==> src/hw/rtl/etcd_pkg.sv <==
package etcd_pkg;

   // Frame classes, as reported on the result channel
   typedef enum logic [1:0] {
      CLS_UNKNOWN = 2'd0,
      CLS_NEUTRAL = 2'd1,
      CLS_HAPPY   = 2'd2,
      CLS_SAD     = 2'd3
   } etcd_class_type;

   // Configuration register indexes
   localparam int unsigned CSR_IDX_W = 3;
   typedef enum logic [CSR_IDX_W-1:0] {
      CSR_MIN_FACE_CONF = 3'd0,
      CSR_LOWER_DELTA   = 3'd1,
      CSR_CONTRAST_MIN  = 3'd2,
      CSR_MOUTH_MARGIN  = 3'd3,
      CSR_BROAD_MIN     = 3'd4,
      CSR_SAD_LIMITS    = 3'd5,
      CSR_FRAME_COUNTS  = 3'd6
   } etcd_csr_idx_type;

   localparam int unsigned CSR_DATA_W = 24;
   localparam int unsigned CNT_W      = 32;

   // Unpacked view of all threshold settings
   typedef struct packed {
      logic [7:0] min_conf;
      logic [7:0] delta;
      logic [7:0] min_overall;
      logic [7:0] min_lower;
      logic [7:0] min_mouth;
      logic [7:0] marg_upper;
      logic [7:0] marg_lower;
      logic [7:0] broad_upper;
      logic [7:0] broad_lower;
      logic [7:0] broad_mouth;
      logic [7:0] sad_luma;
      logic [7:0] sad_contrast;
      logic [7:0] nn_confirm;
      logic [7:0] n_confirm;
      logic [7:0] hold;
   } etcd_cfg_type;

   localparam etcd_cfg_type CFG_RESET = '{
      nn_confirm: 8'd3,
      n_confirm:  8'd3,
      default:    8'd0
   };

   // One frame's feature record
   typedef struct packed {
      logic       face_present;
      logic       features_valid;
      logic [7:0] face_confidence;
      logic [7:0] avg_luma;
      logic [7:0] face_contrast;
      logic [7:0] top_luma;
      logic [7:0] bottom_luma;
      logic [7:0] top_contrast;
      logic [7:0] bottom_contrast;
      logic [7:0] lip_contrast;
   } etcd_item_type;

   // Classifier verdict for one frame
   typedef struct packed {
      etcd_class_type raw;
      logic           invalid;
   } etcd_verdict_type;

   // Saturating tallies
   typedef struct packed {
      logic [CNT_W-1:0] classify_total;
      logic [CNT_W-1:0] happy_total;
      logic [CNT_W-1:0] neutral_total;
      logic [CNT_W-1:0] sad_total;
      logic [CNT_W-1:0] unknown_total;
   } etcd_totals_type;

endpackage

==> src/hw/rtl/etcd_if.sv <==
// Frame feature channel
interface etcd_req_if;
   logic       valid;
   logic       ready;
   logic       face_present;
   logic       features_valid;
   logic [7:0] face_confidence;
   logic [7:0] avg_luma;
   logic [7:0] face_contrast;
   logic [7:0] top_luma;
   logic [7:0] bottom_luma;
   logic [7:0] top_contrast;
   logic [7:0] bottom_contrast;
   logic [7:0] lip_contrast;

   modport source (
      output valid, face_present, features_valid, face_confidence, avg_luma,
             face_contrast, top_luma, bottom_luma, top_contrast,
             bottom_contrast, lip_contrast,
      input  ready
   );
   modport sink (
      input  valid, face_present, features_valid, face_confidence, avg_luma,
             face_contrast, top_luma, bottom_luma, top_contrast,
             bottom_contrast, lip_contrast,
      output ready
   );
endinterface

// Classification result channel
interface etcd_rsp_if;
   logic                        valid;
   logic                        ready;
   logic [1:0]                  expression;
   logic [1:0]                  frame_class;
   logic                        input_invalid;
   logic [etcd_pkg::CNT_W-1:0]  classify_total;
   logic [etcd_pkg::CNT_W-1:0]  happy_total;
   logic [etcd_pkg::CNT_W-1:0]  neutral_total;
   logic [etcd_pkg::CNT_W-1:0]  sad_total;
   logic [etcd_pkg::CNT_W-1:0]  unknown_total;

   modport source (
      output valid, expression, frame_class, input_invalid, classify_total,
             happy_total, neutral_total, sad_total, unknown_total,
      input  ready
   );
   modport sink (
      input  valid, expression, frame_class, input_invalid, classify_total,
             happy_total, neutral_total, sad_total, unknown_total,
      output ready
   );
endinterface

// Register write channel
interface etcd_csr_if;
   logic                              valid;
   logic                              ready;
   logic [etcd_pkg::CSR_IDX_W-1:0]    index;
   logic [etcd_pkg::CSR_DATA_W-1:0]   data;

   modport source (output valid, index, data, input ready);
   modport sink (input valid, index, data, output ready);
endinterface

==> src/hw/rtl/etcd_classify.sv <==
// Threshold rules: one frame record to a raw class
module etcd_classify (
   input  etcd_pkg::etcd_item_type    item,
   input  etcd_pkg::etcd_cfg_type     cfg,
   output etcd_pkg::etcd_verdict_type verdict
);

   logic       invalid;
   logic       confident;
   logic       dark;
   logic       bright;
   logic       expressive;
   logic       lower_detail;
   logic       lip_detail;
   logic       prominent;
   logic       broad;
   logic       changed;
   logic       happy;
   logic       sad;
   logic [8:0] upper_plus_marg;
   logic [8:0] lower_plus_marg;
   logic [8:0] lower_min_plus_delta;

   assign invalid = !(item.face_present && item.features_valid);

   // 9-bit sums so the margin compares cannot wrap
   assign upper_plus_marg      = {1'b0, item.top_contrast} + {1'b0, cfg.marg_upper};
   assign lower_plus_marg      = {1'b0, item.bottom_contrast} + {1'b0, cfg.marg_lower};
   assign lower_min_plus_delta = {1'b0, cfg.min_lower} + {1'b0, cfg.delta};

   // Individual rule terms
   assign confident    = item.face_confidence >= cfg.min_conf;
   assign dark         = (item.top_luma >= item.bottom_luma) &&
                         ((item.top_luma - item.bottom_luma) >= cfg.delta);
   assign bright       = (item.bottom_luma >= item.top_luma) &&
                         ((item.bottom_luma - item.top_luma) >= cfg.delta);
   assign expressive   = item.face_contrast >= cfg.min_overall;
   assign lower_detail = item.bottom_contrast >= cfg.min_lower;
   assign lip_detail   = item.lip_contrast >= cfg.min_mouth;
   assign prominent    = ({1'b0, item.lip_contrast} >= upper_plus_marg) &&
                         ({1'b0, item.lip_contrast} >= lower_plus_marg);
   assign broad        = (item.top_contrast >= cfg.broad_upper) &&
                         (item.bottom_contrast >= cfg.broad_lower) &&
                         (item.lip_contrast >= cfg.broad_mouth);
   assign changed      = dark || bright ||
                         ({1'b0, item.bottom_contrast} >= lower_min_plus_delta);

   // Happy has the mouth-prominence path and the broad-smile path
   assign happy = confident && expressive && lower_detail &&
                  ((lip_detail && prominent && changed) || broad);
   assign sad   = (item.avg_luma <= cfg.sad_luma) &&
                  (item.face_contrast <= cfg.sad_contrast);

   // Happy wins over sad; missing face or features gives unknown
   always_comb begin
      verdict.invalid = invalid;
      priority if (invalid) begin
         verdict.raw = etcd_pkg::CLS_UNKNOWN;
      end else if (happy) begin
         verdict.raw = etcd_pkg::CLS_HAPPY;
      end else if (sad) begin
         verdict.raw = etcd_pkg::CLS_SAD;
      end else begin
         verdict.raw = etcd_pkg::CLS_NEUTRAL;
      end
   end

endmodule

==> src/hw/rtl/etcd_debounce.sv <==
// Class debouncer and saturating tallies, updated once per item
module etcd_debounce (
   input  logic                      clock,
   input  logic                      reset,
   input  logic                      step,
   input  etcd_pkg::etcd_class_type  raw,
   input  etcd_pkg::etcd_cfg_type    cfg,
   output etcd_pkg::etcd_class_type  stable,
   output etcd_pkg::etcd_totals_type totals
);

   etcd_pkg::etcd_class_type  stable_ff, stable_in;
   etcd_pkg::etcd_class_type  cand_ff, cand_in;
   logic [7:0]                frames_ff, frames_in;
   logic [7:0]                hold_ff, hold_in;
   etcd_pkg::etcd_totals_type totals_ff, totals_in;
   logic [7:0]                frames_bump;
   logic [7:0]                hold_next;
   logic [8:0]                hold_plus_one;

   function automatic logic [etcd_pkg::CNT_W-1:0] sat_inc(
      input logic [etcd_pkg::CNT_W-1:0] v,
      input logic                       en
   );
      logic [etcd_pkg::CNT_W-1:0] r;
      r = v;
      if (en && (v != '1)) begin
         r = v + 1'b1;
      end
      return r;
   endfunction

   // Candidate count after this frame, saturating at 255
   assign frames_bump   = (cand_ff != raw) ? 8'd1 :
                          ((frames_ff == 8'hFF) ? frames_ff : frames_ff + 8'd1);
   assign hold_next     = hold_ff + 8'd1;
   assign hold_plus_one = {1'b0, hold_ff} + 9'd1;

   // Debounce next state
   always_comb begin
      stable_in = stable_ff;
      cand_in   = cand_ff;
      frames_in = frames_ff;
      hold_in   = hold_ff;
      if (step) begin
         priority if (raw == etcd_pkg::CLS_UNKNOWN) begin
            stable_in = etcd_pkg::CLS_UNKNOWN;
            cand_in   = etcd_pkg::CLS_UNKNOWN;
            frames_in = 8'd0;
            hold_in   = 8'd0;
         end else if (stable_ff == etcd_pkg::CLS_UNKNOWN) begin
            // leaving unknown always reports neutral first
            stable_in = etcd_pkg::CLS_NEUTRAL;
            hold_in   = 8'd0;
            if (raw != etcd_pkg::CLS_NEUTRAL) begin
               cand_in   = raw;
               frames_in = 8'd1;
            end else begin
               cand_in   = etcd_pkg::CLS_UNKNOWN;
               frames_in = 8'd0;
            end
         end else if (raw == stable_ff) begin
            cand_in   = etcd_pkg::CLS_UNKNOWN;
            frames_in = 8'd0;
            hold_in   = 8'd0;
         end else if (raw == etcd_pkg::CLS_NEUTRAL) begin
            // hold the old class, then require the neutral confirm count
            priority if (hold_ff < cfg.hold) begin
               hold_in = hold_next;
            end else if (hold_plus_one < {1'b0, cfg.n_confirm}) begin
               hold_in   = hold_next;
               cand_in   = etcd_pkg::CLS_NEUTRAL;
               frames_in = 8'd0;
            end else begin
               stable_in = etcd_pkg::CLS_NEUTRAL;
               cand_in   = etcd_pkg::CLS_UNKNOWN;
               frames_in = 8'd0;
               hold_in   = 8'd0;
            end
         end else begin
            // happy or sad differing from stable
            frames_in = frames_bump;
            if (cand_ff != raw) begin
               cand_in = raw;
               hold_in = 8'd0;
            end
            if (frames_bump >= cfg.nn_confirm) begin
               stable_in = raw;
               cand_in   = etcd_pkg::CLS_UNKNOWN;
               frames_in = 8'd0;
               hold_in   = 8'd0;
            end
         end
      end
   end

   // Tallies follow the debounced class of this frame
   always_comb begin
      totals_in.classify_total = sat_inc(totals_ff.classify_total, step);
      totals_in.happy_total    = sat_inc(totals_ff.happy_total,
                                         step && (stable_in == etcd_pkg::CLS_HAPPY));
      totals_in.neutral_total  = sat_inc(totals_ff.neutral_total,
                                         step && (stable_in == etcd_pkg::CLS_NEUTRAL));
      totals_in.sad_total      = sat_inc(totals_ff.sad_total,
                                         step && (stable_in == etcd_pkg::CLS_SAD));
      totals_in.unknown_total  = sat_inc(totals_ff.unknown_total,
                                         step && (stable_in == etcd_pkg::CLS_UNKNOWN));
   end

   always_ff @(posedge clock) begin
      if (reset) begin
         stable_ff <= etcd_pkg::CLS_UNKNOWN;
         cand_ff   <= etcd_pkg::CLS_UNKNOWN;
         frames_ff <= 8'd0;
         hold_ff   <= 8'd0;
         totals_ff <= '0;
      end else begin
         stable_ff <= stable_in;
         cand_ff   <= cand_in;
         frames_ff <= frames_in;
         hold_ff   <= hold_in;
         totals_ff <= totals_in;
      end
   end

   assign stable = stable_ff;
   assign totals = totals_ff;

`ifndef NO_ASSERTIONS
   // Per-class tallies never pass the overall tally
   assert property (@(posedge clock) disable iff (reset)
      (totals_ff.happy_total <= totals_ff.classify_total) &&
      (totals_ff.neutral_total <= totals_ff.classify_total) &&
      (totals_ff.sad_total <= totals_ff.classify_total) &&
      (totals_ff.unknown_total <= totals_ff.classify_total))
      else $error("class tally exceeds classification tally");

   // Unknown stable class carries no candidate
   assert property (@(posedge clock) disable iff (reset)
      (stable_ff == etcd_pkg::CLS_UNKNOWN) |->
      ((cand_ff == etcd_pkg::CLS_UNKNOWN) && (frames_ff == 8'd0) && (hold_ff == 8'd0)))
      else $error("candidate state left while stable class is unknown");

   // A counted candidate is always happy or sad
   assert property (@(posedge clock) disable iff (reset)
      (frames_ff != 8'd0) |->
      ((cand_ff == etcd_pkg::CLS_HAPPY) || (cand_ff == etcd_pkg::CLS_SAD)))
      else $error("candidate count on a non-expressive class");

   // An invalid frame resets the debouncer
   assert property (@(posedge clock) disable iff (reset)
      (step && (raw == etcd_pkg::CLS_UNKNOWN)) |=> (stable_ff == etcd_pkg::CLS_UNKNOWN))
      else $error("unknown frame did not clear stable class");

   // Tallies move only when an item is processed
   assert property (@(posedge clock) disable iff (reset)
      !step |=> $stable(totals_ff))
      else $error("tallies changed without an item");
`endif

endmodule

==> src/hw/rtl/expression_threshold_classifier_debounce.sv <==
// Channel   Port     Dir  Payload
// -------   ------   ---  ---------------------------------------------------
// request   req_bus  in   face/feature flags, confidence, luma and contrast
// response  rsp_bus  out  debounced and raw class, invalid flag, five tallies
// csr       csr_bus  in   3-bit register index, 24-bit write data
//
// One item per clock sustained while rsp_bus is ready; an item accepted on
// req_bus enters the input register, then moves to the result register, from
// which it leaves on rsp_bus.
// The path between them is the threshold compares plus the debounce and
// 32-bit tally update.
// Sync reset clears both stages, debounce state, tallies; csrs to defaults.
// A stalled response holds its item; the input stage still fills behind it.
module expression_threshold_classifier_debounce (
   input logic        clock,
   input logic        reset,
   etcd_req_if.sink   req_bus,
   etcd_rsp_if.source rsp_bus,
   etcd_csr_if.sink   csr_bus
);

   etcd_pkg::etcd_cfg_type     cfg_ff;
   logic                       s1_valid_ff;
   etcd_pkg::etcd_item_type    s1_item_ff;
   logic                       out_valid_ff;
   etcd_pkg::etcd_class_type   raw_ff;
   logic                       invalid_ff;
   logic                       advance;
   etcd_pkg::etcd_verdict_type verdict;
   etcd_pkg::etcd_class_type   stable;
   etcd_pkg::etcd_totals_type  totals;

   // Register writes
   assign csr_bus.ready = 1'b1;

   always_ff @(posedge clock) begin
      if (reset) begin
         cfg_ff <= etcd_pkg::CFG_RESET;
      end else if (csr_bus.valid) begin
         unique case (etcd_pkg::etcd_csr_idx_type'(csr_bus.index))
            etcd_pkg::CSR_MIN_FACE_CONF: begin
               cfg_ff.min_conf <= csr_bus.data[7:0];
            end
            etcd_pkg::CSR_LOWER_DELTA: begin
               cfg_ff.delta <= csr_bus.data[7:0];
            end
            etcd_pkg::CSR_CONTRAST_MIN: begin
               cfg_ff.min_overall <= csr_bus.data[7:0];
               cfg_ff.min_lower   <= csr_bus.data[15:8];
               cfg_ff.min_mouth   <= csr_bus.data[23:16];
            end
            etcd_pkg::CSR_MOUTH_MARGIN: begin
               cfg_ff.marg_upper <= csr_bus.data[7:0];
               cfg_ff.marg_lower <= csr_bus.data[15:8];
            end
            etcd_pkg::CSR_BROAD_MIN: begin
               cfg_ff.broad_upper <= csr_bus.data[7:0];
               cfg_ff.broad_lower <= csr_bus.data[15:8];
               cfg_ff.broad_mouth <= csr_bus.data[23:16];
            end
            etcd_pkg::CSR_SAD_LIMITS: begin
               cfg_ff.sad_luma     <= csr_bus.data[7:0];
               cfg_ff.sad_contrast <= csr_bus.data[15:8];
            end
            etcd_pkg::CSR_FRAME_COUNTS: begin
               cfg_ff.nn_confirm <= csr_bus.data[7:0];
               cfg_ff.n_confirm  <= csr_bus.data[15:8];
               cfg_ff.hold       <= csr_bus.data[23:16];
            end
            default: begin
               // unmapped index: ignored
            end
         endcase
      end
   end

   // Item moves from input register to result register
   assign advance       = s1_valid_ff && (!out_valid_ff || rsp_bus.ready);
   assign req_bus.ready = !s1_valid_ff || advance;

   // Input register
   always_ff @(posedge clock) begin
      if (reset) begin
         s1_valid_ff <= 1'b0;
      end else if (req_bus.ready) begin
         s1_valid_ff <= req_bus.valid;
      end
   end

   always_ff @(posedge clock) begin
      if (req_bus.valid && req_bus.ready) begin
         s1_item_ff.face_present    <= req_bus.face_present;
         s1_item_ff.features_valid  <= req_bus.features_valid;
         s1_item_ff.face_confidence <= req_bus.face_confidence;
         s1_item_ff.avg_luma        <= req_bus.avg_luma;
         s1_item_ff.face_contrast   <= req_bus.face_contrast;
         s1_item_ff.top_luma        <= req_bus.top_luma;
         s1_item_ff.bottom_luma     <= req_bus.bottom_luma;
         s1_item_ff.top_contrast    <= req_bus.top_contrast;
         s1_item_ff.bottom_contrast <= req_bus.bottom_contrast;
         s1_item_ff.lip_contrast    <= req_bus.lip_contrast;
      end
   end

   etcd_classify u_classify (
      .item    (s1_item_ff),
      .cfg     (cfg_ff),
      .verdict (verdict)
   );

   // Debounce state and tallies double as the result register's class fields
   etcd_debounce u_debounce (
      .clock  (clock),
      .reset  (reset),
      .step   (advance),
      .raw    (verdict.raw),
      .cfg    (cfg_ff),
      .stable (stable),
      .totals (totals)
   );

   // Result register
   always_ff @(posedge clock) begin
      if (reset) begin
         out_valid_ff <= 1'b0;
      end else if (advance) begin
         out_valid_ff <= 1'b1;
      end else if (rsp_bus.ready) begin
         out_valid_ff <= 1'b0;
      end
   end

   always_ff @(posedge clock) begin
      if (advance) begin
         raw_ff     <= verdict.raw;
         invalid_ff <= verdict.invalid;
      end
   end

   assign rsp_bus.valid          = out_valid_ff;
   assign rsp_bus.expression     = stable;
   assign rsp_bus.frame_class    = raw_ff;
   assign rsp_bus.input_invalid  = invalid_ff;
   assign rsp_bus.classify_total = totals.classify_total;
   assign rsp_bus.happy_total    = totals.happy_total;
   assign rsp_bus.neutral_total  = totals.neutral_total;
   assign rsp_bus.sad_total      = totals.sad_total;
   assign rsp_bus.unknown_total  = totals.unknown_total;

`ifndef NO_ASSERTIONS
   // Invalid flag and unknown raw class go together
   assert property (@(posedge clock) disable iff (reset)
      out_valid_ff |-> (invalid_ff == (raw_ff == etcd_pkg::CLS_UNKNOWN)))
      else $error("invalid flag disagrees with raw class");

   // Unknown raw result always reports unknown expression
   assert property (@(posedge clock) disable iff (reset)
      (out_valid_ff && invalid_ff) |-> (stable == etcd_pkg::CLS_UNKNOWN))
      else $error("invalid item reported a known expression");

   // A pending input item moves on whenever the result register frees up
   assert property (@(posedge clock) disable iff (reset)
      (s1_valid_ff && (!out_valid_ff || rsp_bus.ready)) |=> out_valid_ff)
      else $error("input stage item was lost");
`endif

endmodule
==> src/flat_wrapper.sv <==
// flat-port wrapper written by rule: the top's interface ports become plain ports
module expression_threshold_classifier_debounce_flat 
  (clock, reset, req_bus_valid, req_bus_face_present, req_bus_features_valid, req_bus_face_confidence, req_bus_avg_luma, req_bus_face_contrast, req_bus_top_luma, req_bus_bottom_luma, req_bus_top_contrast, req_bus_bottom_contrast, req_bus_lip_contrast, req_bus_ready, rsp_bus_valid, rsp_bus_expression, rsp_bus_frame_class, rsp_bus_input_invalid, rsp_bus_classify_total, rsp_bus_happy_total, rsp_bus_neutral_total, rsp_bus_sad_total, rsp_bus_unknown_total, rsp_bus_ready, csr_bus_valid, csr_bus_index, csr_bus_data, csr_bus_ready);
  etcd_req_if req_bus_i ();
  etcd_rsp_if rsp_bus_i ();
  etcd_csr_if csr_bus_i ();
  input logic clock;
  input logic reset;
  input wire logic [$bits(req_bus_i.valid)-1:0] req_bus_valid;
  input wire logic [$bits(req_bus_i.face_present)-1:0] req_bus_face_present;
  input wire logic [$bits(req_bus_i.features_valid)-1:0] req_bus_features_valid;
  input wire logic [$bits(req_bus_i.face_confidence)-1:0] req_bus_face_confidence;
  input wire logic [$bits(req_bus_i.avg_luma)-1:0] req_bus_avg_luma;
  input wire logic [$bits(req_bus_i.face_contrast)-1:0] req_bus_face_contrast;
  input wire logic [$bits(req_bus_i.top_luma)-1:0] req_bus_top_luma;
  input wire logic [$bits(req_bus_i.bottom_luma)-1:0] req_bus_bottom_luma;
  input wire logic [$bits(req_bus_i.top_contrast)-1:0] req_bus_top_contrast;
  input wire logic [$bits(req_bus_i.bottom_contrast)-1:0] req_bus_bottom_contrast;
  input wire logic [$bits(req_bus_i.lip_contrast)-1:0] req_bus_lip_contrast;
  output wire logic [$bits(req_bus_i.ready)-1:0] req_bus_ready;
  output wire logic [$bits(rsp_bus_i.valid)-1:0] rsp_bus_valid;
  output wire logic [$bits(rsp_bus_i.expression)-1:0] rsp_bus_expression;
  output wire logic [$bits(rsp_bus_i.frame_class)-1:0] rsp_bus_frame_class;
  output wire logic [$bits(rsp_bus_i.input_invalid)-1:0] rsp_bus_input_invalid;
  output wire logic [$bits(rsp_bus_i.classify_total)-1:0] rsp_bus_classify_total;
  output wire logic [$bits(rsp_bus_i.happy_total)-1:0] rsp_bus_happy_total;
  output wire logic [$bits(rsp_bus_i.neutral_total)-1:0] rsp_bus_neutral_total;
  output wire logic [$bits(rsp_bus_i.sad_total)-1:0] rsp_bus_sad_total;
  output wire logic [$bits(rsp_bus_i.unknown_total)-1:0] rsp_bus_unknown_total;
  input wire logic [$bits(rsp_bus_i.ready)-1:0] rsp_bus_ready;
  input wire logic [$bits(csr_bus_i.valid)-1:0] csr_bus_valid;
  input wire logic [$bits(csr_bus_i.index)-1:0] csr_bus_index;
  input wire logic [$bits(csr_bus_i.data)-1:0] csr_bus_data;
  output wire logic [$bits(csr_bus_i.ready)-1:0] csr_bus_ready;
  assign req_bus_i.valid = req_bus_valid;
  assign req_bus_i.face_present = req_bus_face_present;
  assign req_bus_i.features_valid = req_bus_features_valid;
  assign req_bus_i.face_confidence = req_bus_face_confidence;
  assign req_bus_i.avg_luma = req_bus_avg_luma;
  assign req_bus_i.face_contrast = req_bus_face_contrast;
  assign req_bus_i.top_luma = req_bus_top_luma;
  assign req_bus_i.bottom_luma = req_bus_bottom_luma;
  assign req_bus_i.top_contrast = req_bus_top_contrast;
  assign req_bus_i.bottom_contrast = req_bus_bottom_contrast;
  assign req_bus_i.lip_contrast = req_bus_lip_contrast;
  assign req_bus_ready = req_bus_i.ready;
  assign rsp_bus_valid = rsp_bus_i.valid;
  assign rsp_bus_expression = rsp_bus_i.expression;
  assign rsp_bus_frame_class = rsp_bus_i.frame_class;
  assign rsp_bus_input_invalid = rsp_bus_i.input_invalid;
  assign rsp_bus_classify_total = rsp_bus_i.classify_total;
  assign rsp_bus_happy_total = rsp_bus_i.happy_total;
  assign rsp_bus_neutral_total = rsp_bus_i.neutral_total;
  assign rsp_bus_sad_total = rsp_bus_i.sad_total;
  assign rsp_bus_unknown_total = rsp_bus_i.unknown_total;
  assign rsp_bus_i.ready = rsp_bus_ready;
  assign csr_bus_i.valid = csr_bus_valid;
  assign csr_bus_i.index = csr_bus_index;
  assign csr_bus_i.data = csr_bus_data;
  assign csr_bus_ready = csr_bus_i.ready;
  expression_threshold_classifier_debounce u_core (.clock(clock), .reset(reset), .req_bus(req_bus_i), .rsp_bus(rsp_bus_i), .csr_bus(csr_bus_i));
endmodule
==> config.mk <==
export PLATFORM = sky130hd
export DESIGN_NAME = expression_threshold_classifier_debounce_flat
export DESIGN_NICKNAME = d
export VERILOG_FILES = /design/src/hw/rtl/etcd_pkg.sv /design/src/hw/rtl/etcd_if.sv /design/src/hw/rtl/etcd_classify.sv /design/src/hw/rtl/etcd_debounce.sv /design/src/hw/rtl/expression_threshold_classifier_debounce.sv /design/src/flat_wrapper.sv
export SDC_FILE = /design/constraint.sdc
export NUM_CORES = 1
export LEC_CHECK = 0
export BUFFER_PORTS_ARGS = -buffer_cell sky130_fd_sc_hd__buf_2
export CAP_MARGIN = 20
export CORE_ASPECT_RATIO = 0.5
export CORE_MARGIN = 2
export CORE_UTILIZATION = 45
export CTS_BUF_LIST = sky130_fd_sc_hd__clkbuf_8
export CTS_CLUSTER_DIAMETER = 40
export CTS_CLUSTER_SIZE = 25
export DETAILED_ROUTE_END_ITERATION = 10
export MAX_ROUTING_LAYER = met4
export SETUP_SLACK_MARGIN = 0.15
export SYNTH_ARGS = -nofsm -noshare
export SYNTH_HDL_FRONTEND = slang
export SYNTH_SLANG_ARGS = --single-unit
export TNS_END_PERCENT = 30
==> constraint.sdc <==
create_clock -name clock -period 18.4 [get_ports clock]
set_input_delay 2.76 -clock clock [delete_from_list [all_inputs] [get_ports clock]]
set_output_delay 2.76 -clock clock [all_outputs]
set_load 0.005 [all_outputs]
# After elaboration in Yosys (flattened, before gate mapping)
# Index checks and enable logic that the tools add are counted.
[word_totals]
regBits = 371
latchBits = 0
ram_bits = 0
mem_bits_ro = 0
input_bits = 98
memories = 0
[classes]
add_sub_neg = 13
multipliers = 0
div_mod_pow = 0
order_cmp = 19
n_eq_ne = 20
shift = 0
n_mux = 39
bitwise_logic = 0
n_reduce_logical = 47
[op_table]
columns = ["cell", "n"]
rows = [
  ["$add 32x1->32 const B", 5],
  ["$ne 32x32->1 const B", 5],
  ["$mux 8", 16],
  ["$ge 8x8->1", 12],
  ["$mux 2", 19],
  ["$add 8x8->9", 3],
  ["$ge 8x9->1", 3],
  ["$logic_and 1x1->1", 23],
  ["$reduce_and 2->1", 9],
  ["$add 8x1->8 const B", 2],
  ["$le 8x8->1", 2],
  ["$sub 8x8->8", 2],
  ["$add 8x1->9 const B", 1],
  ["$eq 3x3->1 const B", 3],
  ["$lt 9x8->1", 1],
  ["$eq 8x8->1 const B", 1],
  ["$lt 8x8->1", 1],
  ["$eq 3x2->1 const B", 2],
  ["$logic_not 2->1", 3],
  ["$reduce_bool 6->1", 1],
  ["$logic_or 1x1->1", 5],
  ["$ne 5x5->1 const B", 1],
  ["$eq 2x1->1 const B", 2],
  ["$eq 2x2->1 const B", 2],
  ["other kinds (9)", 14],
]

# Longest topological paths before layout
# Gate-level depths: netlist of run 1.
[logic_depth]
depth_word = 22
depth_mapped = 36
depth_no_buf = 31

# Modules after synthesis
# A second synthesis of run 1 with hierarchy kept.
[hier_totals]
cells_unflattened = 2250
hier_area_um2 = 20616.0
[modules_own_cells]
columns = ["mod", "instances", "cells_per_inst", "area_each_um2", "seq_area_each_um2"]
rows = [
  ["etcd_debounce", 1, 1194, 9544.2, 3603.5],
  ["expression_threshold_classifier_debounce", 1, 511, 6939.2, 4514.3],
  ["etcd_classify", 1, 545, 4132.7, 0.0],
]

# Worst setup path after synthesis of run 1
# OpenSTA, ideal clock, no wires.
[synth_path]
kind = "register to register"
startpoint = "register u_core.cfg_ff[88] (netlist name)"
endpoint = "register u_core.u_debounce.totals_ff, in the netlist u_core.u_debounce.totals[45]"
setup_ps = 121
arrival_time_ps = 6543
setup_slack_ps = 11737
path_stages_with_launch = 32
path_buffers = 3
period_less_slack_ps = 6663
path_cell_list = "dfxtp_1 ha_1 fa_1 a211o_1 o211ai_1 a21oi_1 nor2_1 xor2_1 ha_1 nand3_1 or4_1 a21oi_1 a222oi_1 nor4_4 buf_4 a211o_1 o311a_1 buf_2 nor2_1 ha_1 nand2b_1 a21o_1 a21oi_1 o21ai_0 o41a_1 mux2i_1 a2111oi_1 o211a_1 o21ai_1 clkbuf_1 a2111oi_1 mux2_2"
[synth_between]
elab_chain_cells = 20
[synth_lines]
columns = ["item", "line_no", "source"]
rows = [
  ["start, declared", "expression_threshold_classifier_debounce.sv:22", "etcd_pkg::etcd_cfg_type cfg_ff;"],
  ["start signal, assigned", "expression_threshold_classifier_debounce.sv:38", "cfg_ff <= etcd_pkg::CFG_RESET;"],
  ["$add 8x8->9", "etcd_classify.sv:29", "assign lower_min_plus_delta = {1'b0, cfg.min_lower} + {1'b0, cfg.delta};"],
  ["$ge 8x9->1", "etcd_classify.sv:46", "({1'b0, item.bottom_contrast} >= lower_min_plus_delta);"],
  ["$logic_or 1x1->1", "etcd_classify.sv:45", "assign changed = dark || bright ||"],
  ["$logic_and 1x1->1", "etcd_classify.sv:50", "((lip_detail && prominent && changed) || broad);"],
  ["$logic_or 1x1->1", "etcd_classify.sv:50", ""],
  ["$logic_and 1x1->1 *", "etcd_classify.sv:49", "assign happy = confident && expressive && lower_detail &&"],
  ["$mux 2 *", "etcd_classify.sv:59", "end else if (happy) begin"],
  ["$mux 2 *", "etcd_classify.sv:57", "priority if (invalid) begin"],
  ["[4 not listed]", "n/a", ""],
  ["$mux 2", "etcd_debounce.sv:66", "end else if (raw == etcd_pkg::CLS_NEUTRAL) begin"],
  ["$mux 2", "etcd_debounce.sv:62", "end else if (raw == stable_ff) begin"],
  ["$mux 2", "etcd_debounce.sv:51", "end else if (stable_ff == etcd_pkg::CLS_UNKNOWN) begin"],
  ["$mux 2 *", "etcd_debounce.sv:46", "priority if (raw == etcd_pkg::CLS_UNKNOWN) begin"],
  ["$mux 2 *", "etcd_debounce.sv:45", "if (step) begin"],
  ["$eq 2x2->1 *", "etcd_debounce.sv:105", "step && (stable_in == etcd_pkg::CLS_SAD));"],
  ["$logic_and 1x1->1 *", "etcd_debounce.sv:105", ""],
  ["$logic_and 1x1->1 *", "etcd_debounce.sv:27", "if (en && (v != '1)) begin"],
  ["end signal, assigned", "etcd_debounce.sv:122", "totals_ff <= totals_in;"],
  ["end, declared", "etcd_debounce.sv:16", "etcd_pkg::etcd_totals_type totals_ff, totals_in;"],
]
# Every way passes the cells marked *; elsewhere a longest branch is shown, timed or not.
# A chain may end at the register's enable or synchronous reset.

# Worst setup path in the final report of run 1
# Same ends and word-level chain as after synthesis.

==> results.toml, run 1 <==
[pwr]
power_frac_seq_pct = 54.0
switching_share_pct = 29.1
power_mw = 1.58
peakVddDrop_v = 0.0000430
pwr-share-clk_pct = 35.4
internal_power_mw = 1.12
power_switching_mw = 0.460
powerDensity_nw_per_um2 = 68.1
power_leakage_nw = 8.96
power_frac_comb_pct = 10.6

[finish]
drive_gt1_share_pct = 15.3
finalNetCount = 2933
nFillCells = 4417
syn2layout_area_growth_pct = 12.6

[global_route]
gr-usage-met2_pct = 36.1
grt_use_total_pct = 22.9
grt_pass1_wl_um = 86900
grt_antenna_before_repair = 1
grt_overflow = 0
grtUsageMet3_pct = 3.51
grt.met1_usage_pct = 30.8
grt_pass1_vias = 16500
grt_start_max_net_pins = 178
top_usage_layer = "met2"

[synthesis]
synth_common_cells = "nand2_1, dfxtp_1, a21oi_1, ha_1, inv_1"
syn_nets = 2725
synthCells = 2442
synthTopCellsByArea = "dfxtp_1, ha_1, edfxtp_1"
netlist_area_sq_um = 20700
synth_top_cell_by_area = "dfxtp_1"
synthFlopType = "dfxtp_1"
synth_seq_cells = 371
yosysMostFrequentCell = "nand2_1"
syn_avg_cell_area_sq_um = 8.46
synth.distinct_cells = 79
synth_top_area_share_pct = 29.3
yosysWarnings = 0
synth_seq_area_share_pct = 39.3
async_reset_ff_share_pct = 0
synth_edf_count = 69

[status]
status = "completed"

[timing]
finClkSkew_ns = 0.0374
period_minus_slack_ns = 7.99
fmax_mhz = 125
worst_pin_slew_ns = 1.09
slew_headroom_pct = 27.1
hold_viol = 0
setup_violations = 0
post-route-period-util_pct = 43.4
report.final.slew_viol_count = 0
rsz0062_at_grt = "false"
final.setup.tns_ns = 0

[clock_network]
clk_latency_ns = 0.60
cts_tree = "yes"
cts_setup_buffers = 0
cts_buffers = 39
ctsHoldBuffers = 0
cts_buffer_depth = 3
cts_root_buf = "clkbuf_8"
htreeDepth = 2
clkTransAtPathRegs_ns = 0.09
cts-resized-gates = 0
cts_sinks = 371

[place]
gpl.final_weighted_congestion = 0.876
portBuffers = 264
dpl.hpwl_um = 38200

[route]
wl_per_cell_um = 16.7
routed_wl_um = 54700
firstDrtPassIters = 5
drtIter0Drc = 1255
ant_nets = 0
num_vias = 18000
drc = 0
via_per_inst = 5.49

[critical_path]
path_buf_inv = 1
cp.arrival_ns = 8.46
critPathRequiredTime_ns = 18.87
cp_max_fo = 57
worst_path_max_delay_cell = "nor4_4"
cp_slowest_stage_delay_ns = 0.83
endpoint_kind = "flip-flop"
crit_family = "compound AO/OA/AOI/OAI gates"
worst_setup_path_start_kind = "flip-flop"
criticalPathCategory = "flip-flop to flip-flop"

[die]
row_count = 55
core_sq_um = 45300
die_area_sq_um = 47700
fp.dieH_um = 156
die_width_um = 307
start_util_pct = 45.6
io_pins = 266

[hold_path]
min_path_type = "flip-flop to flip-flop"

[flow_run]
max_cap_violations = 0
kinds of logic after synthesis:
logic type | Yosys count | share of synthesized area, %
adders and majority gates | 185 | 11.4
buffers and inverters | 278 | 5.34
AOI/OAI and AO/OA | 566 | 16.6
and+or+nand+nor | 941 | 22.6
muxes | 40 | 2.22
xor gates and xnor gates | 60 | 2.54
DFF | 371 | 39.3
other | 1 | 0.0182
sequential cells by signal, summed over array words and instances (netlist names):
signal / count
u_core.u_debounce.cand_ff: 2
u_core.cfg_ff: 120
u_core.rsp_bus.input_invalid: 1
u_core.u_debounce.stable: 2
u_core.u_debounce.frames_ff: 8
u_core.s1_item_ff: 66
u_core.rsp_bus.frame_class: 2
u_core.s1_valid_ff: 1
u_core.u_debounce.hold_ff: 8
u_core.u_debounce.totals: 160
u_core.rsp_bus.valid: 1
per-layer routing:
layer,part of all wire (%),up-vias
met5,0,-
met4,2.1,0
met3,4.3,79
met2,46,293
met1,48,8467
li1,-,9167
power groups by stage:
stage | combinational [mW] | sequential, mW | clock, mW
final | 0.168 | 0.855 | 0.560
after global routing | 0.190 | 0.857 | 0.611
after CTS | 0.167 | 0.855 | 0.578
after detailed placement | 0.167 | 0.874 | 0
after global placement | 0.164 | 0.874 | 0
after floorplan | 0.113 | 0.870 | 0
final timing paths:
kind,startpoint,endpoint,slack [ns],cells after the start
worst max-delay path,u_core.cfg_ff[88],u_core.u_debounce.totals[45],10.41,29
worst min-delay path,u_core.cfg_ff[83],u_core.cfg_ff[83],0.46,2
worst max register to register,u_core.cfg_ff[88],u_core.u_debounce.totals[45],10.41,29
worst min register to register,u_core.cfg_ff[83],u_core.cfg_ff[83],0.46,2
layout by cell type, fill, tap and decap left out, types with 39 or more instances in the layout:
cell,n
a21oi_1,287
and3_1,48
buf_2,263
clkbuf_8,39
dfxtp_1,302
edfxtp_1,69
ha_1,180
inv_1,165
nand2_1,358
nand3_1,99
nor2_1,146
nor2b_1,41
o21ai_0,76
o31ai_1,75
or4_1,75
worst reg2reg max path: cells and delay by family (launching register included):
kind	cells	cell delay [ns]
simple gates	6	1.82
buf+inv	1	0.31
mux	2	0.50
compound gates	15	3.57
flops	1	0.34
xor+xnor	1	0.09
fa+ha+maj	4	1.23
final cells by class:
class / count / area (sq um) / share of cell area, %
Antenna cell: 1 / 2.50 / 0.0108
Clock buffer: 39 / 537 / 2.31
Clock inverter: 31 / 251 / 1.08
Inverter: 163 / 612 / 2.63
Multi-Input combinational cell: 1793 / 11500 / 49.3
Sequential cell: 371 / 8120 / 34.9
Tap cell: 598 / 748 / 3.22
Timing Repair Buffer: 282 / 1510 / 6.51
metrics by stage:
step | worst slack, ns | hold slack, ns | utilization [%] | instance area [sq um] | instances
3_3_place_gp | 10.49 | 0.443 | 49.4 | 22400 | 3201
2_1_floorplan | 11.74 | 0.436 | - | 20700 | 2442
4_1_cts | 10.29 | 0.459 | 51.2 | 23200 | 3272
6_report | 10.41 | 0.459 | 51.4 | 23300 | 3278
5_1_grt | 9.82 | 0.471 | 51.4 | 23300 | 3278
3_5_place_dp | 10.32 | 0.447 | 49.5 | 22400 | 3202
Power figures use the tool's default switching activity.
==> run 2, diff against run 1 <==
- PLACE_DENSITY: unset -> 0.67
- clock period: 18.4 -> 6.9 ns (I/O delays scaled with it)
==> run 2 against run 1 <==
  * Sequential share of layout area fell by 2.4 points
  * Register-to-register slack got worse by 10 ns
  * Critical path type unchanged
  * Count of clock-buffer cells in the layout rose by 6
  * Highest routed layer unchanged
  * Die area did not move
  * Routed wire length rose by 3.8%
  * Combinational power rose to 3.0 times the previous value
  * Clock power rose to 3.0 times the previous value
  * First-iteration DRC count rose by 9.4%
  * Worst hold slack barely moved
==> results.toml, run 2 (synthesis results as in run 1) <==
[timing]
hold_viol = 0
period_minus_slack_ns = 6.69
finClkSkew_ns = 0.0592
finalWorstSetupSlack_ns = 0.206
report.final.slew_viol_count = 0
worst_pin_slew_ns = 1.10
post-route-period-util_pct = 97.0
fmax_mhz = 149
rsz0062_at_grt = "true"
setup_violations = 0
slew_headroom_pct = 26.6

[clock_network]
cts_tree = "yes"
clk_latency_ns = 0.63
cts_buffer_depth = 3
ctsHoldBuffers = 0
cts_root_buf = "clkbuf_8"
cts_buffers = 41
clkTransAtPathRegs_ns = 0.12
htreeDepth = 2
cts_sinks = 371

[finish]
final_cells = 3339
nFillCells = 4182
syn2layout_area_growth_pct = 20.9
finalNetCount = 2990
regArea_sq_um = 8120
final_cell_mix = "nand2_1, dfxtp_1, a21oi_1, buf_2, ha_1"
largest_register_ffs = 160
final_common_cell = "nand2_1"
drive_gt1_share_pct = 21.4
multi_input_area_sq_um = 12300

[pwr]
pwr-share-clk_pct = 37.6
power_mw = 4.48
power_leakage_nw = 9.60
switching_share_pct = 29.3
internal_power_mw = 3.17
power_frac_seq_pct = 51.0
powerDensity_nw_per_um2 = 179
power_frac_comb_pct = 11.4
power_switching_mw = 1.31
peakVddDrop_v = 0.000100

[place]
place_inst = 3225
portBuffers = 264
gpl.final_weighted_congestion = 0.856
dpl.hpwl_um = 38300
pre_cts_slack_ns = -0.183

[critical_path]
crit_family = "compound AO/OA/AOI/OAI gates"
critPathRequiredTime_ns = 7.34
cp.arrival_ns = 7.13
worst_path_max_delay_cell = "nor4_4"
worst_setup_path_start_kind = "flip-flop"
critPathMostFrequentCell = "a21oi_2"
cp_max_fo = 7
path_buf_inv = 6
criticalPathCategory = "flip-flop to flip-flop"
cp_slowest_stage_delay_ns = 0.46
endpoint_kind = "flip-flop"

[route]
via_per_inst = 5.61
wl_per_cell_um = 17.0
num_vias = 18700
firstDrtPassIters = 5
drtIter0Drc = 1373
routed_wl_um = 56800
drc = 0
ant_nets = 0

[die]
fp.dieH_um = 156
row_count = 55
start_util_pct = 45.6
core_sq_um = 45300
die_width_um = 307
die_area_sq_um = 47700
io_pins = 266

[status]
status = "completed"

[global_route]
grt_start_max_net_pins = 195
grt_pass1_vias = 17300
grt_antenna_before_repair = 0
grt_use_total_pct = 23.3
grt_overflow = 0
grt_pass1_wl_um = 88900

[hold_path]
min_path_type = "flip-flop to flip-flop"

[flow_run]
max_cap_violations = 0
-- run 2: cell count changes in the layout (fill, tap and decap cells not counted), moves of 11 or more --
| cell | delta |
|---|---|
| mux2_2 | -12 |
| o31ai_1 | -25 |
| buf_4 | +27 |
| a21oi_2 | +22 |
| o31ai_2 | +11 |
| a21oi_1 | -22 |
| mux2_4 | +12 |
| or4_1 | -18 |
| o31ai_4 | +14 |
| or4_4 | +18 |
| nor4_1 | -12 |
-- run 2: area by class of cell --
class	instances	share of cell area (%)
Clock inverter	31	1.27
Multi-Input combinational cell	1794	49.4
Timing Repair Buffer	336	8.87
Clock buffer	45	2.48
Tap cell	598	3.00
Sequential cell	371	32.5
Inverter	163	2.45
Antenna cell	1	0.0100
-- run 2: power by group through the flow --
| stage | clock, mW | sequential, mW | combinational, mW |
|---|---|---|---|
| CTS | 1.71 | 2.28 | 0.483 |
| global placement | 0 | 2.33 | 0.441 |
| finish | 1.68 | 2.28 | 0.512 |
| floorplan | 0 | 2.32 | 0.301 |
| global route | 1.80 | 2.29 | 0.573 |
| detailed placement | 0 | 2.33 | 0.450 |
-- run 2: per-layer routing --
layer / up-vias / track usage [%] / share of wire, %
met1: 8902 / 30.3 / 45
met4: 0 / 6.23 / 2.7
met2: 414 / 38.0 / 48
li1: 9288 / - / -
met3: 113 / 3.46 / 4.5
met5: - / - / 0
-- run 2: stage by stage --
step           cell area (sq um)  TNS (ns)  hold WS, ns  utilization [%]
4_1_cts                    24100         0        0.460             53.1
3_5_place_dp               22700     -4.04        0.446             50.0
3_3_place_gp               22600         0        0.442             50.0
2_1_floorplan              20700         0        0.436                -
5_1_grt                    25000     -6.62        0.473             55.1
6_report                   25000         0        0.459             55.1
-- run 2: repair_timing --
item / 4_1_cts / 5_1_grt
endpoints found under the setup margin: 126 / 128
cloned: 5 / 8
buffers inserted: 18 / 5
resized for setup: 40 / 153
pin swaps: 19 / 106
-- run 2: worst register-to-register path: cells and delay by family, from the launching register on --
kind / cells / cell delay, ns
simple gates: 5 / 1.18
flops: 1 / 0.38
compound gates: 15 / 2.63
xor+xnor: 1 / 0.08
buf+inv: 6 / 0.83
mux: 1 / 0.26
fa+ha+maj: 4 / 1.15
-- run 2: final timing paths --
path / slack, ns / cells past startpoint / end / startpoint
max: 0.21 / 32 / u_core.u_debounce.totals[8] / u_core.s1_item_ff[16]
min: 0.46 / 2 / u_core.cfg_ff[46] / u_core.cfg_ff[46]
max reg2reg: 0.21 / 32 / u_core.u_debounce.totals[8] / u_core.s1_item_ff[16]
min reg2reg: 0.46 / 2 / u_core.cfg_ff[46] / u_core.cfg_ff[46]
